===== src/design/stereo_fir_convolver_defines.svh =====
// Assertion helpers shared by the convolver modules.
`ifndef STEREO_FIR_CONVOLVER_DEFINES_SVH
`define STEREO_FIR_CONVOLVER_DEFINES_SVH

// Check a property on every rising edge, ignoring cycles in reset.
`define SFIR_ASSERT(lbl, ck, rs, prop, msg) \
  lbl: assert property (@(posedge ck) disable iff (rs) prop) else $error(msg);

// Check a property on every rising edge, reset cycles included.
`define SFIR_ASSERT_NORST(lbl, ck, prop, msg) \
  lbl: assert property (@(posedge ck) prop) else $error(msg);

`endif


===== src/design/sfir_pkg.sv =====
package sfir_pkg;

  localparam int SAMPLE_BITS      = 24;
  localparam int COEFF_BITS       = 24;
  localparam int GAIN_BITS        = 16;
  localparam int GAIN_FRAC        = 12;
  localparam int TAP_INDEX_BITS   = 12;
  localparam int TAP_COUNT_BITS   = 13;
  localparam int MAX_TAPS_DEFAULT = 4096;
  localparam int CHANNELS         = 2;
  localparam int CFG_ADDR_BITS    = 4;
  localparam int CFG_DATA_BITS    = 32;

  localparam logic [GAIN_BITS-1:0] GAIN_RESET          = 16'd4096;
  localparam logic                 ACTIVE_RESET        = 1'b0;
  localparam logic [1:0]           CHANNELS_USED_RESET = 2'd2;

  typedef enum logic [1:0] {
    OP_FRAME,
    OP_COEF,
    OP_TAPS,
    OP_CLEAR
  } opcode_t;

  typedef enum logic [1:0] {
    STATUS_OK,
    STATUS_BAD_CHANNEL,
    STATUS_TOO_MANY_TAPS
  } status_t;

  typedef enum logic [1:0] {
    REG_GAIN,
    REG_ACTIVE,
    REG_CHANNELS_USED
  } reg_index_t;

  typedef enum logic [3:0] {
    ST_CLEAR,
    ST_CLEAR_ITEM,
    ST_IDLE,
    ST_DECODE,
    ST_CHAN,
    ST_MAC,
    ST_DRAIN,
    ST_ROUND,
    ST_SCALE,
    ST_SAT,
    ST_DONE
  } ctrl_state_t;

  typedef struct packed {
    opcode_t                        opcode;
    logic signed [SAMPLE_BITS-1:0]  sample_left;
    logic signed [SAMPLE_BITS-1:0]  sample_right;
    logic                           channel_select;
    logic [TAP_INDEX_BITS-1:0]      tap_index;
    logic signed [COEFF_BITS-1:0]   tap_value;
    logic [TAP_COUNT_BITS-1:0]      tap_count;
  } item_t;

  typedef struct packed {
    logic signed [SAMPLE_BITS-1:0] result_left;
    logic signed [SAMPLE_BITS-1:0] result_right;
    status_t                       status;
  } result_t;

  // Controller to datapath.
  typedef struct packed {
    logic capture;
    logic coef_wr;
    logic taps_wr;
    logic clear_step;
    logic mac_start;
    logic mac_issue;
    logic round;
    logic scale;
    logic sat;
    logic finish;
    logic ch;
  } cmd_t;

  // Datapath to controller.
  typedef struct packed {
    opcode_t opcode;
    logic    filt;
    logic    mac_last;
    logic    pipe_busy;
    logic    clear_last;
  } stat_t;

endpackage


===== src/design/sfir_ctrl.sv =====
`include "stereo_fir_convolver_defines.svh"

module sfir_ctrl
  import sfir_pkg::*;
(
  input  logic  clk,
  input  logic  rst,
  input  logic  item_valid,
  output logic  item_ready,
  output logic  result_valid,
  input  logic  result_ready,
  input  logic  clear_req,
  input  stat_t stat,
  output cmd_t  cmd
);

  ctrl_state_t state, state_next;
  logic        ch, ch_next;
  logic        out_free;

  assign out_free = !result_valid || result_ready;

  always_ff @(posedge clk) begin
    if (rst) begin
      state        <= ST_CLEAR;
      ch           <= 1'b0;
      result_valid <= 1'b0;
    end else begin
      state <= state_next;
      ch    <= ch_next;
      if (cmd.finish) begin
        result_valid <= 1'b1;
      end else if (result_ready) begin
        result_valid <= 1'b0;
      end
    end
  end

  always_comb begin
    state_next = state;
    ch_next    = ch;
    case (state)
      ST_CLEAR: begin
        if (stat.clear_last) state_next = ST_IDLE;
      end
      ST_CLEAR_ITEM: begin
        if (stat.clear_last) state_next = ST_DONE;
      end
      ST_IDLE: begin
        if (clear_req) begin
          state_next = ST_CLEAR;
        end else if (item_valid) begin
          state_next = ST_DECODE;
          ch_next    = 1'b0;
        end
      end
      ST_DECODE: begin
        case (stat.opcode)
          OP_FRAME: state_next = ST_CHAN;
          OP_CLEAR: state_next = ST_CLEAR_ITEM;
          default:  state_next = ST_DONE;
        endcase
      end
      ST_CHAN: begin
        if (stat.filt) begin
          state_next = ST_MAC;
        end else if (ch) begin
          state_next = ST_DONE;
        end else begin
          ch_next = 1'b1;
        end
      end
      ST_MAC: begin
        if (stat.mac_last) state_next = ST_DRAIN;
      end
      ST_DRAIN: begin
        if (!stat.pipe_busy) state_next = ST_ROUND;
      end
      ST_ROUND: state_next = ST_SCALE;
      ST_SCALE: state_next = ST_SAT;
      ST_SAT: begin
        if (ch) begin
          state_next = ST_DONE;
        end else begin
          ch_next    = 1'b1;
          state_next = ST_CHAN;
        end
      end
      ST_DONE: begin
        if (out_free) state_next = ST_IDLE;
      end
      default: state_next = ST_CLEAR;
    endcase
  end

  always_comb begin
    cmd            = '0;
    cmd.ch         = ch;
    cmd.clear_step = state inside {ST_CLEAR, ST_CLEAR_ITEM};
    item_ready     = 1'b0;
    case (state)
      ST_IDLE: begin
        item_ready  = !clear_req;
        cmd.capture = item_valid && !clear_req;
      end
      ST_DECODE: begin
        cmd.coef_wr = (stat.opcode == OP_COEF);
        cmd.taps_wr = (stat.opcode == OP_TAPS);
      end
      ST_CHAN:  cmd.mac_start = stat.filt;
      ST_MAC:   cmd.mac_issue = 1'b1;
      ST_ROUND: cmd.round     = 1'b1;
      ST_SCALE: cmd.scale     = 1'b1;
      ST_SAT:   cmd.sat       = 1'b1;
      ST_DONE:  cmd.finish    = out_free;
      default: ;
    endcase
  end

  `SFIR_ASSERT_NORST(a_reset_to_clear, clk, rst |=> (state == ST_CLEAR), "reset did not start the clearing pass")
  `SFIR_ASSERT(a_result_from_done, clk, rst, $rose(result_valid) |-> $past(state == ST_DONE), "result raised outside completion")
  `SFIR_ASSERT(a_accept_decodes, clk, rst, (item_valid && item_ready) |=> (state == ST_DECODE), "accepted beat not decoded")

endmodule


===== config.mk =====
export PLATFORM = sky130hd
export DESIGN_NAME = sfir_ctrl
export DESIGN_NICKNAME = d
export VERILOG_FILES = /design/src/design/sfir_pkg.sv /design/src/design/sfir_ctrl.sv
export VERILOG_INCLUDE_DIRS = /design/src /design/src/design
export SDC_FILE = /design/constraint.sdc
export NUM_CORES = 1
export LEC_CHECK = 0
export BUFFER_PORTS_ARGS = -buffer_cell sky130_fd_sc_hd__buf_4
export CAP_MARGIN = 20
export CORE_MARGIN = 2
export CORE_UTILIZATION = 35
export DETAILED_ROUTE_END_ITERATION = 6
export HOLD_SLACK_MARGIN = 0.06
export PLACE_DENSITY = 0.61
export SLEW_MARGIN = 20
export SYNTH_ARGS = -nofsm -noshare
export SYNTH_HDL_FRONTEND = slang
export SYNTH_SLANG_ARGS = --single-unit

===== constraint.sdc =====
create_clock -name clk -period 2.2 [get_ports clk]
set_input_delay 0.44 -clock clk [delete_from_list [all_inputs] [get_ports clk]]
set_output_delay 0.44 -clock clk [all_outputs]
set_load 0.1 [all_outputs]

==> metrics, run 1 <==
First-pass DRT Iterations=4; HP Class=input pin to flop; Final WS setup=0.115 ns; final period utilization=0.948; Placer Congestion=just under 0.8; Post-Synthesis Cells=between 90 and 100; vias in the first global route=between 700 and 800; post-synthesis mux area share=0.0286; P_sw=212 µW; VDD IR max=roughly 310 µV; Cell variety after synth=39; layout cell share with drive strength beyond 1=0.389; antenna-violating nets left=0; fin util=0.508; core area=about 0.0019 mm²; clk_lat worst skew=0.24 ns; via count=756; Clock Tree Buf Depth=2; Synth Area in Compound Gates=0.227; Startpoint Class=flop; CTS root buffer=clkbuf_4; Post-Layout Cell Count=140; clock slew at reported path FFs=about 0.040 ns; Top FF cell, synth=dfxtp_1; area leader, netlist=dfxtp_1; Hold Slack=0.393 ns; Least-Margin Pin Slew=about 0.59 ns; Mapped Nets=106; clk_skew=0.00281 ns; Max Fanout on Critical Path=15; Final min period=2.08 ns; 1st-iter DRT viols=9; dpl cells=137; Avg Vias per Cell=5.40; Setup crit end kind=primary output; num rows=16; Data arrival, critical path=about 1.6 ns; Post-CTS Hold Buffers=0; Ys Warns=0; pre-CTS setup slack=around 0.32 ns; register bit total from synthesis=6; Internal=264 µW; largest net degree at the start of global routing=20; CTS tree=yes; initial antenna violation count=0; Sequential Power Share=0.315; Post-synth ARST share=0; GRT Residual Overflow=0; Leakage Power=0.000406 µW; final setup vio count=0; Fmax=roughly 0.48 GHz; Area contributors post-synth=dfxtp_1, ha_1, nand2b_1; number of synthesized flops with an enable pin=0; maxcap violations=0; # nets final=between 100 and 150; die area=~0.0024 mm²; RSZ-0062 raised after global routing=no; commonest non-fill, non-tap cell in the layout=buf_4; Comb power frac=0.481; number of buffers created by CTS=3; # DRC=0; Area growth syn-to-layout=39.3%; simple-gate share of the synthesized area=0.400; Die Ht=48.7 µm; status=completed; clk sinks=6; dpl hpwl=1370 µm; setup TNS=0 ns; first-pass GRT wire length=roughly 3000 µm; Initial Util=0.365; xor/xnor cell area share of the yosys netlist=0.0125; most used cell, CP=buf_4; Adder-Cell Fraction of Synth Area=0.0714; Syn Area/Cell=7.70 µm²; Synth Cell Area=701 µm²; I/O Buffers=23; die extent in x=a little under 50 µm; largest family of logic cells by synthesized area=simple AND/OR/NAND/NOR gates; WL final=1770 µm; CP max-delay cell=dfxtp_1; critical-path cell list=buf_4 > or2b_1 > nor3_2 > buf_4; CP Data Required Time=1.76 ns; post-synth top area share=0.171; WL/cell=approximately 13 µm; final hold vios=0; clock share of power=0.203; Setup Crit Path Kind=flop to primary output; Max-slew headroom=0.606; # H-tree levels=1; commonest cells after routing, fill and taps aside=buf_4, nand2_1, nand2b_1, a21oi_1, inv_1; Net Sw Frac=0.445; Slew Viols, Final=0; ant diodes=0; GRT Overall Usage=0.162; CP max stage delay=about 0.40 ns; pwr/cell area=between 400 and 500 mW/mm²; IO Count=24; register area share after synthesis=0.171
==> path summary, 6_finish.rpt <==
| kind | start | endpoint | slack [ns] | cells after the start |
|---|---|---|---|---|
| max | state[2] | cmd[3] | 0.12 | 4 |
| min | rst | state[1] | 0.39 | 2 |
| max reg2reg | state[3] | state[1] | 0.37 | 4 |
| min reg2reg | result_valid | result_valid | 0.52 | 2 |
==> synth_stat cells (2+ instances only) <==
library cell	number
dfxtp_1	6
nand4bb_1	3
ha_1	4
o31a_1	2
inv_1	6
o31ai_1	2
nand2_1	7
mux2i_1	2
nand2b_1	6
nand3b_1	2
or3_1	3
nor2_1	6
a211oi_1	2
and4_1	2
clkbuf_1	2
buf_2	5
nor3_1	3
o21ai_0	2
a21oi_1	6
==> registers in the layout (all words and copies together), names as in the netlist <==
name / cells
state: 4
ch: 1
result_valid: 1
==> metrics by stage <==
step / instance area (µm²) / total power (µW)
2_1_floorplan: 754 / 323
3_3_place_gp: 951 / 380
3_5_place_dp: 951 / 381
4_1_cts: 973 / 481
5_1_grt: 976 / 507
6_report: 976 / 477
==> per-layer routing <==
layer / routed length [µm] / track usage
met1: 798 / 0.219
met2: 806 / 0.231
met3: 134 / 0.0432
met4: 34 / 0.0952
met5: 0 / 0
==> area by class of cell <==
| cell class | instances | area [µm²] |
|---|---|---|
| fillers | 210 | 946 |
| multi-input cells | 71 | 569 |
| inverters | 6 | 22.5 |
| clock buffers | 3 | 22.5 |
| repair buffers | 27 | 203 |
| flip-flops and latches | 6 | 125 |
| well taps | 27 | 33.8 |
==> power groups by stage <==
stage               sequential, µW  clock [µW]  combinational [µW]
finish                         150        96.9                 229
global route                   154         108                 245
CTS                            149         102                 230
detailed placement             151           0                 230
global placement               150           0                 229
floorplan                      131           0                 192
==> repair_timing <==
item                                    4_1_cts  5_1_grt
resized for setup                             0        1
setup buffers                                 0        0
endpoints found under the setup margin        0        1
==> critical path, delay by kind of cell, from the launching register on <==
kind	cells	cell delay [ns]
flops	1	0.40
simple gates	2	0.45
buf+inv	2	0.56
==> logic make-up (layout without fill, tap and decap cells) <==
group                      Yosys count  after routing
AOI/OAI and AO/OA                   22             22
xor gates and xnor gates             1              1
adders and majority gates            4              4
buffers and inverters               14             36
DFF                                  6              6
muxes                                2              2
and+or+nand+nor                     42             42
No activity file was read; power rests on OpenSTA's default activity.
==> inputs of run 2 (changes only) <==
SETUP_SLACK_MARGIN = 0.5   (was not set)
==> run 2 against run 1 <==
Non-clock buffer count grew 11. Clock-buffer cell count unchanged. Clock skew increased by 0.0039 ns. Critical endpoint is now cmd[10]. Die area unchanged. Sequential cell count stayed put.
==> metrics, run 2 (same netlist as run 1, synthesis figures left out) <==
status=completed; ant diodes=0 (unchanged); vias in the first global route=787 (+12%); Slew Viols, Final=0 (unchanged); die area=0.00238 mm² (unchanged); die extent in x=48.7 µm (unchanged); 1st-iter DRT viols=18 (+9); Setup crit end kind=primary output; commonest non-fill, non-tap cell in the layout=buf_4; Die Ht=48.7 µm (unchanged); WL final=2210 µm (+25%); CTS tree=yes; clk_lat worst skew=0.24 ns (about the same); clk_skew=0.00672 ns (+0.00391 ns); initial antenna violation count=0 (unchanged); Net Sw Frac=0.447 (+0.00166); Internal=295 µW (+11%); maxcap violations=0 (unchanged); GRT Residual Overflow=0 (unchanged); Hold Slack=0.395 ns (+0.00211 ns); I/O Buffers=23 (unchanged); CTS root buffer=clkbuf_4; Final min period=1.81 ns (-0.275 ns); number of buffers created by CTS=3 (unchanged); HP Class=input pin to flop; largest net degree at the start of global routing=15 (-25%); dpl cells=135 (-1.5%); Clock Tree Buf Depth=2 (unchanged); Max Fanout on Critical Path=7 (-8); max reg flops=4 (unchanged); P_sw=238 µW (+12%); commonest cells after routing, fill and taps aside=buf_4, nand2_1, a21oi_1, buf_12, buf_6; Sequential Power Share=0.255 (-0.060); Placer Congestion=0.752 (-3.3%); GRT Overall Usage=0.189 (+0.0264); Post-Layout Cell Count=151 (+7.9%); clk sinks=6 (unchanged); Area after DPL=960 µm² (+0.92%); Least-Margin Pin Slew=0.318 ns (-0.273 ns); WL/cell=14.6 µm (+16%); Initial Util=0.365 (unchanged); # nets final=141 (+8.5%); RSZ-0062 raised after global routing=yes; # H-tree levels=1 (unchanged); layout cell share with drive strength beyond 1=0.524 (+0.135); via count=830 (+9.8%); core area=0.00192 mm² (unchanged); Comb power frac=0.562 (+0.081); clock slew at reported path FFs=0.05 ns (about the same); Startpoint Class=flop; Regs by FF count=state: 4 flops, ch: 1 flops, result_valid: 1 flops; Design Area, Final=0.00123 mm² (+26%); first-pass GRT wire length=3590 µm (+19%); clock share of power=0.183 (-0.020); Data arrival, critical path=1.37 ns (-0.27 ns); VDD IR max=315 µV (+1.5%); dpl hpwl=1360 µm (-0.55%); largest reg by FF count=state; fillcell total=163 (-22%); Max-slew headroom=0.787 (+0.182); First-pass DRT Iterations=4 (unchanged); final hold vios=0 (unchanged); final setup vio count=0 (unchanged); IO Count=24 (unchanged); num rows=16 (unchanged); Leakage Power=0.000502 µW (+24%); # DRC=0 (unchanged); Post-CTS Hold Buffers=0 (unchanged); Fmax=0.553 GHz (+15%); Area growth syn-to-layout=75.7%; final period utilization=0.823 (-0.125); Setup Crit Path Kind=flop to primary output; pwr/cell area=433 mW/mm² (-11%); Avg Vias per Cell=5.50 (+1.8%); antenna-violating nets left=0 (unchanged); CP Data Required Time=1.76 ns (about the same)
## run 2: changes by cell type in the layout (fill, tap and decap cells not counted), sizes merged
cell	before	now
buf	27	38
## run 2: worst max-delay path, stage by stage, from the launching register on
cell and delay (ns):
dfxtp_4 0.37, nor2_4 0.12, nor4b_4 0.27, and2_4 0.22
buf_12 0.16
## run 2: through the flow
step | total power (µW) | TNS (ns) | setup slack, ns | util
detailed placement | 381 | 0 | 0.328 | 0.499
global placement | 379 | 0 | 0.349 | 0.499
floorplan | 341 | -0.422 | -0.353 | -
finish | 533 | 0 | 0.390 | 0.641
CTS | 521 | 0 | 0.396 | 0.620
global route | 559 | 0 | 0.318 | 0.641
## run 2: final timing paths
kind / start / to / slack (ns) / cells past startpoint
setup / recovery: state[2] / cmd[10] / 0.39 / 4
hold / removal: rst / state[1] / 0.40 / 2
setup reg to reg: state[0] / state[2] / 0.55 / 4
hold reg to reg: result_valid / result_valid / 0.52 / 2
## run 2: final cells by class
type	instances	area, µm²	share of cell area
Multi-Input combinational cell	71	636	0.516
Timing Repair Buffer	38	380	0.309
Sequential cell	6	136	0.111
Tap cell	27	33.8	0.0274
Clock buffer	3	22.5	0.0183
Inverter	6	22.5	0.0183
## run 2: metal layers
metal  wire, µm  up-vias  global-route usage
met2       1060       33               0.304
met4         38        0              0.0571
met3        114        5              0.0216
met1        998      388               0.263
li1           -      404                   -
met5          0        -                   0
## run 2: what timing repair did
item | in CTS | in global routing
pin swaps | 4 | 7
setup buffers | 11 | 2
endpoints found under the hold margin | 0 | 0
resized for setup | 32 | 6
endpoints found under the setup margin | 15 | 14
## run 2: power groups by stage
| stage | Sequential, µW | Clock [µW] | Combinational, µW |
|---|---|---|---|
| 6_report | 136 | 97.4 | 299 |
| 5_1_grt | 136 | 110 | 313 |
| 4_1_cts | 135 | 102 | 284 |
| 3_5_place_dp | 147 | 0 | 233 |
| 3_3_place_gp | 146 | 0 | 233 |
| 2_1_floorplan | 131 | 0 | 210 |
